**config.mk**
```make
export PLATFORM = sky130hd
export DESIGN_NAME = saturating_integer_alu_core
export DESIGN_NICKNAME = d
export VERILOG_FILES = /design/src/rtl/core/sia_pkg.sv /design/src/rtl/core/sia_ctrl.sv /design/src/rtl/core/sia_dp.sv /design/src/rtl/core/saturating_integer_alu_core.sv
export SDC_FILE = /design/constraint.sdc
export NUM_CORES = 2
export LEC_CHECK = 0
export ABC_AREA = 1
export BUFFER_PORTS_ARGS = -buffer_cell sky130_fd_sc_hd__clkbuf_2
export CORE_MARGIN = 2
export CORE_UTILIZATION = 45
export DETAILED_ROUTE_END_ITERATION = 8
export GPL_ROUTABILITY_DRIVEN = 0
export SYNTH_ARGS = -nofsm -noshare
export SYNTH_HDL_FRONTEND = slang
export SYNTH_SLANG_ARGS = --single-unit
```
**constraint.sdc**
```tcl
create_clock -name clk -period 10.7 [get_ports clk]
set_input_delay 0.535 -clock clk [delete_from_list [all_inputs] [get_ports clk]]
set_output_delay 0.535 -clock clk [all_outputs]
set_load 0.03 [all_outputs]
```
**src/rtl/core/sia_pkg.sv**
```systemverilog
// ----------------------------------------------------------------------------
// sia_pkg: shared types for the saturating integer ALU core
// Opcodes, controller states and the controller/datapath command struct.
// ----------------------------------------------------------------------------
`default_nettype none
package sia_pkg;

	localparam int unsigned KIND_BITS = 4;

	typedef enum logic [3:0] {
		OP_ADD  = 4'd0,
		OP_SUB  = 4'd1,
		OP_MUL  = 4'd2,
		OP_DIV  = 4'd3,
		OP_MOD  = 4'd4,
		OP_POW  = 4'd5,
		OP_GCD  = 4'd6,
		OP_SUCC = 4'd7,
		OP_PRED = 4'd8,
		OP_EQ   = 4'd9,
		OP_NE   = 4'd10,
		OP_LT   = 4'd11,
		OP_LE   = 4'd12,
		OP_GT   = 4'd13
	} op_t;

	typedef enum logic [3:0] {
		ST_IDLE,
		ST_DISPATCH,
		ST_DIV_STEP,
		ST_GCD_CHECK,
		ST_GCD_STEP,
		ST_POW_CHECK,
		ST_POW_MUL,
		ST_POW_SQR,
		ST_DONE
	} state_t;

	// controller -> datapath
	typedef struct packed {
		logic load;       // capture operands
		logic simple;     // simple ops into result
		logic div_start;  // set up divider from a,b
		logic div_step;   // one restoring step
		logic div_fin;    // move quotient/remainder to result
		logic gcd_init;   // x=a, y=b
		logic gcd_div;    // start divider x % y
		logic gcd_swap;   // x=y, y=rem
		logic gcd_fin;    // result = x
		logic pow_init;   // acc=1, sq=a, e=b
		logic pow_mul;    // acc = sat(acc*sq)
		logic pow_sqr;    // sq = sat(sq*sq) unless e is one, e >>= 1
		logic pow_fin;    // result = acc
	} cmd_t;

	// datapath -> controller
	typedef struct packed {
		logic div_last;   // final divider step this cycle
		logic y_zero;     // gcd divisor is zero
		logic e_zero;     // exponent exhausted
		logic e_lsb;      // exponent low bit
		logic e_one;      // exponent equals one
	} sts_t;

endpackage
`default_nettype wire

```
**src/rtl/core/sia_ctrl.sv**
```systemverilog
// ----------------------------------------------------------------------------
// sia_ctrl: sequencing controller
// Steps the datapath through division, gcd and power loops.
// ----------------------------------------------------------------------------
`default_nettype none
module sia_ctrl (
	input  wire logic           clk,
	input  wire logic           arst_n,
	input  wire logic           start,
	input  wire logic [3:0]     kind,
	input  wire logic           res_taken,
	input  wire sia_pkg::sts_t  sts,
	output sia_pkg::cmd_t       cmd,
	output logic               busy,
	output logic               res_valid
);
	sia_pkg::state_t state_q, state_nx;
	logic [3:0] kind_q;
	logic gcd_q;

	always_ff @(posedge clk or negedge arst_n) begin
		if (!arst_n) begin
			state_q <= sia_pkg::ST_IDLE;
			kind_q  <= '0;
			gcd_q   <= 1'b0;
		end else begin
			state_q <= state_nx;
			if (start) kind_q <= kind;
			if (cmd.gcd_init) gcd_q <= 1'b1;
			else if (cmd.div_start) gcd_q <= 1'b0;
		end
	end

	always_comb begin
		state_nx = state_q;
		case (state_q)
			sia_pkg::ST_IDLE: if (start) state_nx = sia_pkg::ST_DISPATCH;
			sia_pkg::ST_DISPATCH: begin
				case (kind_q)
					sia_pkg::OP_DIV, sia_pkg::OP_MOD: state_nx = sia_pkg::ST_DIV_STEP;
					sia_pkg::OP_GCD: state_nx = sia_pkg::ST_GCD_CHECK;
					sia_pkg::OP_POW: state_nx = sia_pkg::ST_POW_CHECK;
					default: state_nx = sia_pkg::ST_DONE;
				endcase
			end
			sia_pkg::ST_DIV_STEP: if (sts.div_last)
				state_nx = gcd_q ? sia_pkg::ST_GCD_CHECK : sia_pkg::ST_DONE;
			sia_pkg::ST_GCD_CHECK: state_nx = sts.y_zero ? sia_pkg::ST_DONE
				: sia_pkg::ST_DIV_STEP;
			sia_pkg::ST_POW_CHECK: begin
				if (sts.e_zero) state_nx = sia_pkg::ST_DONE;
				else if (sts.e_lsb) state_nx = sia_pkg::ST_POW_MUL;
				else state_nx = sia_pkg::ST_POW_SQR;
			end
			sia_pkg::ST_POW_MUL: state_nx = sia_pkg::ST_POW_SQR;
			sia_pkg::ST_POW_SQR: state_nx = sia_pkg::ST_POW_CHECK;
			sia_pkg::ST_DONE: if (res_taken) state_nx = sia_pkg::ST_IDLE;
			default: state_nx = sia_pkg::ST_IDLE;
		endcase
	end

	always_comb begin
		cmd = '0;
		case (state_q)
			sia_pkg::ST_IDLE: cmd.load = start;
			sia_pkg::ST_DISPATCH: begin
				case (kind_q)
					sia_pkg::OP_DIV, sia_pkg::OP_MOD: cmd.div_start = 1'b1;
					sia_pkg::OP_GCD: cmd.gcd_init = 1'b1;
					sia_pkg::OP_POW: cmd.pow_init = 1'b1;
					default: cmd.simple = 1'b1;
				endcase
			end
			sia_pkg::ST_DIV_STEP: begin
				cmd.div_step = 1'b1;
				if (sts.div_last) begin
					if (gcd_q) cmd.gcd_swap = 1'b1;
					else cmd.div_fin = 1'b1;
				end
			end
			sia_pkg::ST_GCD_CHECK: begin
				if (sts.y_zero) cmd.gcd_fin = 1'b1;
				else cmd.gcd_div = 1'b1;
			end
			sia_pkg::ST_POW_CHECK: if (sts.e_zero) cmd.pow_fin = 1'b1;
			sia_pkg::ST_POW_MUL: cmd.pow_mul = 1'b1;
			sia_pkg::ST_POW_SQR: cmd.pow_sqr = 1'b1;
			default: ;
		endcase
	end

	assign busy      = (state_q != sia_pkg::ST_IDLE);
	assign res_valid = (state_q == sia_pkg::ST_DONE);
endmodule
`default_nettype wire

```
**src/rtl/core/sia_dp.sv**
```systemverilog
// ----------------------------------------------------------------------------
// sia_dp: ALU datapath
// Operand registers, restoring divider, saturating multiplier, result.
// ----------------------------------------------------------------------------
`default_nettype none
module sia_dp #(
	parameter int unsigned DATA_BITS = 15
) (
	input  wire logic                 clk,
	input  wire logic                 arst_n,
	input  wire logic [3:0]           kind,
	input  wire logic [14:0]          left_operand,
	input  wire logic [14:0]          right_operand,
	input  wire sia_pkg::cmd_t        cmd,
	output sia_pkg::sts_t             sts,
	output logic [14:0]               value
);
	localparam int unsigned W  = DATA_BITS;
	localparam int unsigned CW = $clog2(W + 1);
	localparam int unsigned FW = 15;

	logic [W-1:0] top;
	assign top = '1;

	// clamp field to range
	function automatic logic [W-1:0] clampf(input logic [FW-1:0] x);
		logic [W+FW-1:0] xe;
		logic [W+FW-1:0] te;
		begin
			xe = {{W{1'b0}}, x};
			te = {{FW{1'b0}}, {W{1'b1}}};
			clampf = (xe > te) ? {W{1'b1}} : xe[W-1:0];
		end
	endfunction

	logic [3:0]   kind_q;
	logic [W-1:0] a_q, b_q;
	logic [W-1:0] x_q, y_q;      // divider dividend / gcd x, divisor
	logic [W:0]   rem_q;
	logic [CW-1:0] cnt_q;
	logic [W-1:0] acc_q, sq_q, e_q;
	logic [W-1:0] res_q;

	// restoring step
	logic [W:0] trial, diff;
	assign trial = {rem_q[W-1:0], x_q[W-1]};
	assign diff  = trial - {1'b0, y_q};

	// saturating multiply, shared for acc*sq and sq*sq
	logic [W-1:0] mop;
	logic [2*W-1:0] prod;
	logic [W-1:0] msat;
	assign mop  = cmd.pow_mul ? acc_q : sq_q;
	assign prod = mop * sq_q;
	assign msat = (prod[2*W-1:W] != '0) ? top : prod[W-1:0];

	// a*b for MUL: acc holds a, sq holds b after load
	logic [2*W-1:0] prod_ab;
	logic [W-1:0]   msat_ab;
	assign prod_ab = acc_q * sq_q;
	assign msat_ab = (prod_ab[2*W-1:W] != '0) ? top : prod_ab[W-1:0];

	// simple ops
	logic [W:0] sum, succ;
	logic [W-1:0] simple;
	always_comb begin
		sum  = {1'b0, a_q} + {1'b0, b_q};
		succ = {1'b0, a_q} + {{W{1'b0}}, 1'b1};
		case (kind_q)
			sia_pkg::OP_ADD:  simple = sum[W] ? top : sum[W-1:0];
			sia_pkg::OP_SUB:  simple = (a_q > b_q) ? a_q - b_q : '0;
			sia_pkg::OP_MUL:  simple = msat_ab;
			sia_pkg::OP_SUCC: simple = succ[W] ? top : succ[W-1:0];
			sia_pkg::OP_PRED: simple = (a_q != '0) ? a_q - 1'b1 : '0;
			sia_pkg::OP_EQ:   simple = {{(W-1){1'b0}}, a_q == b_q};
			sia_pkg::OP_NE:   simple = {{(W-1){1'b0}}, a_q != b_q};
			sia_pkg::OP_LT:   simple = {{(W-1){1'b0}}, a_q < b_q};
			sia_pkg::OP_LE:   simple = {{(W-1){1'b0}}, a_q <= b_q};
			sia_pkg::OP_GT:   simple = {{(W-1){1'b0}}, a_q > b_q};
			default:          simple = '0;
		endcase
	end

	// MUL reuses the load: acc holds a, sq holds b
	always_ff @(posedge clk or negedge arst_n) begin
		if (!arst_n) begin
			kind_q <= '0;
			a_q    <= '0;
			b_q    <= '0;
			x_q    <= '0;
			y_q    <= '0;
			rem_q  <= '0;
			cnt_q  <= '0;
			acc_q  <= '0;
			sq_q   <= '0;
			e_q    <= '0;
			res_q  <= '0;
		end else begin
			if (cmd.load) begin
				kind_q <= kind;
				a_q    <= clampf(left_operand);
				b_q    <= clampf(right_operand);
				sq_q   <= clampf(right_operand);
				acc_q  <= clampf(left_operand);
			end
			if (cmd.simple) res_q <= simple;
			if (cmd.div_start) begin
				x_q <= a_q; y_q <= b_q; rem_q <= '0; cnt_q <= '0;
			end
			if (cmd.gcd_init) begin
				x_q <= a_q; y_q <= b_q;
			end
			if (cmd.gcd_div) begin
				rem_q <= '0; cnt_q <= '0;
			end
			if (cmd.div_step) begin
				rem_q <= diff[W] ? trial : diff;
				x_q   <= {x_q[W-2:0], ~diff[W]};
				cnt_q <= cnt_q + 1'b1;
			end
			if (cmd.gcd_swap) begin
				x_q <= y_q;
				y_q <= diff[W] ? trial[W-1:0] : diff[W-1:0];
			end
			if (cmd.div_fin) begin
				if (kind_q == sia_pkg::OP_DIV)
					res_q <= (y_q == '0) ? top : {x_q[W-2:0], ~diff[W]};
				else
					res_q <= (y_q == '0) ? a_q
						: (diff[W] ? trial[W-1:0] : diff[W-1:0]);
			end
			if (cmd.gcd_fin) res_q <= x_q;
			if (cmd.pow_init) begin
				acc_q <= {{(W-1){1'b0}}, 1'b1}; sq_q <= a_q; e_q <= b_q;
			end
			if (cmd.pow_mul) acc_q <= msat;
			if (cmd.pow_sqr) begin
				if (!sts.e_one) sq_q <= msat;
				e_q <= e_q >> 1;
			end
			if (cmd.pow_fin) res_q <= acc_q;
		end
	end

	assign sts.div_last = (cnt_q == CW'(W - 1));
	assign sts.y_zero   = (y_q == '0);
	assign sts.e_zero   = (e_q == '0);
	assign sts.e_lsb    = e_q[0];
	assign sts.e_one    = (e_q == {{(W-1){1'b0}}, 1'b1});

	generate
		if (W >= FW) begin : g_out_trunc
			assign value = res_q[FW-1:0];
		end else begin : g_out_ext
			assign value = {{(FW-W){1'b0}}, res_q};
		end
	endgenerate
endmodule
`default_nettype wire

```
**src/rtl/core/saturating_integer_alu_core.sv**
```systemverilog
// ----------------------------------------------------------------------------
// saturating_integer_alu_core: saturating unsigned ALU
// Opcode plus two operands in, one clamped result out.
// ----------------------------------------------------------------------------
// channel | dir | tdata (low bit up)                     | tuser
// s_axis  | in  | left_operand[14:0], right_operand[29:15] | kind[3:0]
// m_axis  | out | value[14:0]                            | -
//
// Div/mod run a restoring divide, gcd repeats a divide per round, and power
// squares once per exponent bit, multiplying first when the bit is set.
// One item at a time; s_axis_tready is low from accept until the result
// beat is taken. m_axis stalls hold the result. arst_n clears all state.
// ----------------------------------------------------------------------------
`default_nettype none
module saturating_integer_alu_core #(
	parameter int unsigned DATA_BITS = 15
) (
	input  wire logic        clk,
	input  wire logic        arst_n,
	input  wire logic        s_axis_tvalid,
	output logic             s_axis_tready,
	input  wire logic [31:0] s_axis_tdata,  // left_operand, right_operand, pad
	input  wire logic [3:0]  s_axis_tuser,  // kind
	output logic             m_axis_tvalid,
	input  wire logic        m_axis_tready,
	output logic [15:0]      m_axis_tdata   // value, pad
);
	sia_pkg::cmd_t cmd;
	sia_pkg::sts_t sts;
	logic busy, res_valid, start;
	logic [14:0] value;

	assign s_axis_tready = !busy;
	assign start = s_axis_tvalid && s_axis_tready;

	sia_ctrl u_ctrl (
		.clk(clk), .arst_n(arst_n), .start(start), .kind(s_axis_tuser),
		.res_taken(m_axis_tready), .sts(sts), .cmd(cmd),
		.busy(busy), .res_valid(res_valid)
	);

	sia_dp #(.DATA_BITS(DATA_BITS)) u_dp (
		.clk(clk), .arst_n(arst_n), .kind(s_axis_tuser),
		.left_operand(s_axis_tdata[14:0]), .right_operand(s_axis_tdata[29:15]),
		.cmd(cmd), .sts(sts), .value(value)
	);

	assign m_axis_tvalid = res_valid;
	assign m_axis_tdata  = {1'b0, value};
endmodule
`default_nettype wire

```
# Word-level counts from Yosys, hierarchy flattened

Cells that the tools add are included.

Order comparisons: 3
$add $sub $neg: 6
Multiply operators: 2
Multiplexer cells: 72
Equal/unequal tests: 28
Reduce and logical (&&, ||, !) cells: 20
Bitwise logic cells: 1

Operator list:

| cell                                                  | number |
|---|---|
| 2-to-1 mux 15 bit                                     | 35 |
| one-hot mux 15 bit (10 select lines)                  | 1 |
| multiplier 15 x 15 -> 30 bit                          | 2 |
| nonzero test 15 bit                                   | 3 |
| 2-to-1 mux 4 bit                                      | 9 |
| equality test 4 bit (second input constant)           | 8 |
| one-hot mux 4 bit (8 select lines)                    | 1 |
| zero test 15 bit                                      | 2 |
| equality test 4 x 3 -> 1 bit (second input constant)  | 7 |
| 2-to-1 mux 1 bit                                      | 23 |
| equality test 4 x 2 -> 1 bit (second input constant)  | 5 |
| adder 15 x 1 -> 16 bit (second input constant)        | 1 |
| adder 15 x 15 -> 16 bit                               | 1 |
| subtractor 16 x 15 -> 16 bit                          | 1 |
| equality test 15 x 1 -> 1 bit (second input constant) | 1 |
| equality test 15 bit                                  | 1 |
| > comparator 15 bit                                   | 1 |
| less-or-equal comparator 15 bit                       | 1 |
| < comparator 15 bit                                   | 1 |
| inequality test 15 bit                                | 1 |
| subtractor 15 x 1 -> 15 bit (second input constant)   | 1 |
| subtractor 15 bit                                     | 1 |
| one-hot mux 4 bit (3 select lines)                    | 1 |
| nonzero test 4 bit                                    | 3 |
| other kinds (14)                                      | 21 |

Register bits: 152
Output and inout bits: 18
Word-level logic and storage cells: 146
Input bits: 40

# Longest topological paths before layout

Depth after elaboration: 8
Gate-level depth with buffers: 41
Mapped depth without buffers: 40

# By module

Synthesis repeated with hierarchy kept, for this count alone.

Cells, all modules: 3,908
Area, all modules: 27,561.4 um2

Modules (own cells, without submodules):

| module                      | cells an instance | area an instance (um2) | instances |
|---|---|---|---|
| sia_dp                      | 3,793             | 26,870.8               | 1 |
| sia_ctrl                    | 110               | 665.6                  | 1 |
| saturating_integer_alu_core | 5                 | 25.0                   | 1 |

# Least setup slack after synthesis

No wires, ideal clock.

Path kind: flip-flop to flip-flop
Start point: reg u_ctrl.state_q[3]
End point: reg u_dp.acc_q[6]
Period minus slack after synthesis: 6.891 ns
Path slack: 3.809 ns
Data arrival time: 6.767 ns
Data required time: 10.576 ns
Cell stages (with the launch flop): 37
Path buffers: 2
Cell sequence: dfrtp_1 -> nor2_1 -> inv_1 -> nor2_1 -> inv_1 -> nor2_1 -> inv_1 -> clkbuf_1 -> o21ai_0 -> clkbuf_1 -> nor2_1 -> fa_1 -> fa_1 -> inv_1 -> fa_1 -> inv_1 -> fa_1 -> fa_1 -> fa_1 -> ha_1 -> a21oi_1 -> o21ai_0 -> a21oi_1 -> o21ai_1 -> a21o_1 -> nand2_1 -> nand2_1 -> nand2_1 -> nand2_1 -> nor2_1 -> nand2_1 -> nor2_4 -> nand2_2 -> clkinv_2 -> nand2_1 -> nand2_1 -> nand3_1

Cells in the longest elaborated chain, start to end: 7

RTL lines:

| item                         | RTL line       | RTL |
|---|---|---|
| start, declared              | sia_ctrl.sv:17 | `sia_pkg::state_t state_q, state_nx;` |
| start signal, assigned       | sia_ctrl.sv:23 | `state_q <= sia_pkg::ST_IDLE;` |
| start signal, assigned       | sia_ctrl.sv:27 | `state_q <= state_nx;` |
| equality test 4 x 3 -> 1 bit | sia_ctrl.sv:64 | `case (state_q)` |
| 2-to-1 mux 1 bit             | sia_ctrl.sv:64 |  |
| 2-to-1 mux 15 bit            | sia_dp.sv:53   | `assign mop = cmd.pow_mul ? acc_q : sq_q;` |
| multiplier 15 x 15 -> 30 bit | sia_dp.sv:54   | `assign prod = mop * sq_q;` |
| nonzero test 15 bit          | sia_dp.sv:55   | `assign msat = (prod[2*W-1:W] != '0) ? top : prod[W-1:0];` |
| 2-to-1 mux 15 bit            | sia_dp.sv:55   |  |
| 2-to-1 mux 15 bit            | sia_dp.sv:136  | `if (cmd.pow_mul) acc_q <= msat;` |
| end signal, assigned         | sia_dp.sv:104  | `acc_q <= clampf(left_operand);` |
| end signal, assigned         | sia_dp.sv:134  | `acc_q <= {{(W-1){1'b0}}, 1'b1}; sq_q <= a_q; e_q <= b_q;` |
| end signal, assigned         | sia_dp.sv:136  |  |
| end, declared                | sia_dp.sv:41   | `logic [W-1:0] acc_q, sq_q, e_q;` |

Several ways; a longest one is shown, not always the timed one.
A chain may end at the register's enable or synchronous reset.

# Final worst setup path

Start point: reg u_dp.sq_q[9]
End point: reg u_dp.sq_q[1]

Cells in the longest elaborated chain, start to end: 6

RTL lines:

| item                             | RTL line      | RTL |
|---|---|---|
| start, declared                  | sia_dp.sv:41  |  |
| start signal, assigned           | sia_dp.sv:103 | `sq_q <= clampf(right_operand);` |
| start signal, assigned           | sia_dp.sv:134 |  |
| start signal, assigned           | sia_dp.sv:138 | `if (!sts.e_one) sq_q <= msat;` |
| 2-to-1 mux 15 bit                | sia_dp.sv:53  |  |
| multiplier 15 x 15 -> 30 bit (*) | sia_dp.sv:54  |  |
| nonzero test 15 bit (*)          | sia_dp.sv:55  |  |
| 2-to-1 mux 15 bit (*)            | sia_dp.sv:55  |  |
| 2-to-1 mux 15 bit (*)            | sia_dp.sv:138 |  |
| 2-to-1 mux 15 bit (*)            | sia_dp.sv:137 | `if (cmd.pow_sqr) begin` |

Every way passes the cells marked *; elsewhere a longest branch is shown, timed or not.

==> flow_metrics.tcl <==
set metrics [dict create \
    antenna_cells 0 \
    rows 90 \
    multi_input_area_mm2 0.0198 \
    holdBufCountCts 0 \
    maxCapViolCount 0 \
    grt_setup_unrepaired "false" \
    slew_headroom_pct 19.6 \
    ys_ff_latch 148 \
    cts_made_buffers 17 \
    n_fill_cell 6262 \
    routed.top_layer "met5" \
    seq_area_frac_synth_pct 13.5 \
    core_area_mm2 0.0602 \
    critPathCaptureType "register" \
    cts_resized 0 \
    cts.sinks 148 \
    grt-ovfl-total 0 \
    maxSlewViolCount 0 \
    syn_area_per_cell_um2 6.97 \
    fin_crit_ns 8.30 \
    synth_flop_cell "dfrtp_1" \
    cts_buffer_depth 2 \
    status "finished clean" \
    die_h_um 251 \
    worstSetupPathType "register to register" \
    yosysMostFrequentCell "nand2_1" \
    grt_pass1_vias 24883 \
    yosys-top-cells-count "1,030 x nand2_1, 838 x inv_1, 337 x fa_1, 330 x nor2_1, 237 x ha_1" \
    die_w_um 251 \
    synth_fp_nets 4546 \
    critPathArrivalTime_ns 8.64 \
    wl_met3_um 5760 \
    finalSetupViolations 0 \
    seq_area_mm2 0.00370 \
    synthCells 3932 \
    wl_per_cell_um 18.4 \
    pin_count 58 \
    insertion_delay_ns 0.45 \
    slowest_delay_ns 1.10 \
    dieArea_mm2 0.0629 \
    setup_tns_ns 0 \
    dp_hpwl_um 67000 \
    synth-async-reset-ratio_pct 100 \
    start_util_pct 45.5 \
    synth_area_mm2 0.0274 \
    yosys.cell_types.count 57 \
    antenna_found_initial 2 \
    hold_path.class "primary input to asynchronous set/reset pin" \
    cts_tree "done" \
    skew_ns 0.0100 \
    htreeDepth 4 \
    grt_usage_pct 28.4 \
    drt-met1-wl_um 38300 \
    reg2regPathDepth 33 \
    fmax_mhz 121 \
    netlist.area_leader.share_pct 24.6 \
    yosysTopAreaCell "fa_1" \
    place_ws_ns 2.59 \
    wl_met2_um 39500 \
    port_buffers 54 \
    setup_ws_ns 2.40 \
    synth_area_leaders "fa_1 25%, nand2_1 14%, dfrtp_1 14%" \
    firstDrtPassIters 7 \
    crit_path_max_fanout 19 \
    viasPerCell 5.29 \
    critPathSlowestCell "dfrtp_1" \
    ant_nets 0 \
    min_period_over_period_pct 77.5 \
    cts.clk_slew.worst_paths_ns 0.07 \
    crit_path_frequent_cell "inv_1" \
    critPathRequiredTime_ns 11.04 \
    drt_wl_total_um 86300 \
    cts_root_buf "clkbuf_16" \
    stdcell_count 4693 \
    ys.warnings.count 0 \
    finalHoldViolCount 0 \
    grt_first_pass_wirelength_um 139000 \
    grt_max_degree 102 \
    dp.cells 4661 \
    final_layout_size_suffix_gt1_share_pct 4.81 \
    tightest_slew_ns 1.20 \
    start_kind "register" \
    drtIter0Drc 2026 \
    synth_edf_count 0 \
    fin_nets 4512 \
    vias 24810 \
    post_cts_buffers 0 \
    drc_errors 0 \
    areaGrowthSynthToFinish_pct 5.68 \
]
-- flip-flops by register name, summed over array words and instances (netlist names) --
register,count
u_ctrl.kind_q,4
u_dp.value,15
u_dp.acc_q,15
u_dp.x_q,15
u_ctrl.gcd_q,1
u_dp.a_q,15
u_dp.rem_q,15
u_dp.e_q,15
u_dp.sq_q,15
u_dp.b_q,15
u_dp.cnt_q,4
u_dp.y_q,15
u_ctrl.state_q,4
-- critical path, delay by kind of cell, from the launching register on --
kind / cells / cell delay [ns]
compound gates: 2 / 0.41
buf+inv: 9 / 1.30
xor+xnor: 1 / 0.13
simple gates: 14 / 1.98
fa+ha+maj: 7 / 3.27
flops: 1 / 1.10
-- cell usage in the layout (no fill, tap or decap), types with 6 or more instances in the layout --
cell	count
ha_1	237
o21ai_1	30
buf_4	47
nor2_2	9
nand2_2	9
nand3_2	8
clkbuf_16	17
inv_1	838
a21oi_1	153
nand4_1	30
inv_2	8
o21a_1	6
dfrtp_1	148
nor4_1	11
o21bai_1	13
clkinv_1	10
xnor2_1	24
nor3_1	20
or2_2	6
nor2_4	6
clkbuf_2	53
a21o_1	8
xor2_1	60
fa_1	337
o211ai_1	36
nor2_1	328
nand2_1	1030
o22ai_1	14
nand3_1	125
o21ai_0	224
-- metrics by stage --
stage,instance area (µm²),util [%],hold WS (ns)
global placement,28400,47.1,0.465
detailed placement,28400,47.1,0.470
floorplan,27400,-,0.239
finish,29000,48.1,0.234
global route,29000,48.1,0.303
CTS,29000,48.1,0.264
-- kinds of logic (layout without fill, tap and decap cells) --
kind of cell	Yosys count	after routing	synth area share [%]
adders and majority gates	574	574	35.4
other	1	1	0.0137
AOI/OAI and AO/OA	517	517	10.5
muxes	1	1	0.0365
xor gates and xnor gates	84	84	2.68
DFF	148	148	13.5
and+or+nand+nor	1596	1596	23.7
buffers and inverters	1011	990	14.1
-- metal layers --
layer,up-vias,track usage (%)
li1,11878,-
met1,11997,39.2
met2,794,46.1
met3,137,4.02
met4,4,8.93
met5,-,0
-- layout make-up --
| type | instances | area share [%] |
|---|---|---|
| well taps | 782 | 3.38 |
| clock buffers | 21 | 1.52 |
| multi-input cells | 2773 | 68.5 |
| inverters | 857 | 11.1 |
| clock inverters | 11 | 0.527 |
| flip-flops and latches | 148 | 12.8 |
| repair buffers | 101 | 2.17 |
-- path summary, 6_finish.rpt --
check	to	startpoint	slack, ns
setup reg to reg	u_dp.sq_q[1]	u_dp.sq_q[9]	2.40
max in group asynchronous	u_dp.x_q[14]	arst_n	9.21
hold reg to reg	u_dp.value[10]	u_dp.value[10]	0.48
min in group clk	u_dp.a_q[7]	s_axis_tdata[7]	0.32
hold / removal	u_dp.b_q[0]	arst_n	0.23
setup / recovery	u_dp.sq_q[1]	u_dp.sq_q[9]	2.40
Power is left out: the tool's default activity adds up to more than one toggle a clock period on the data nets, which glitch-free logic cannot reach.
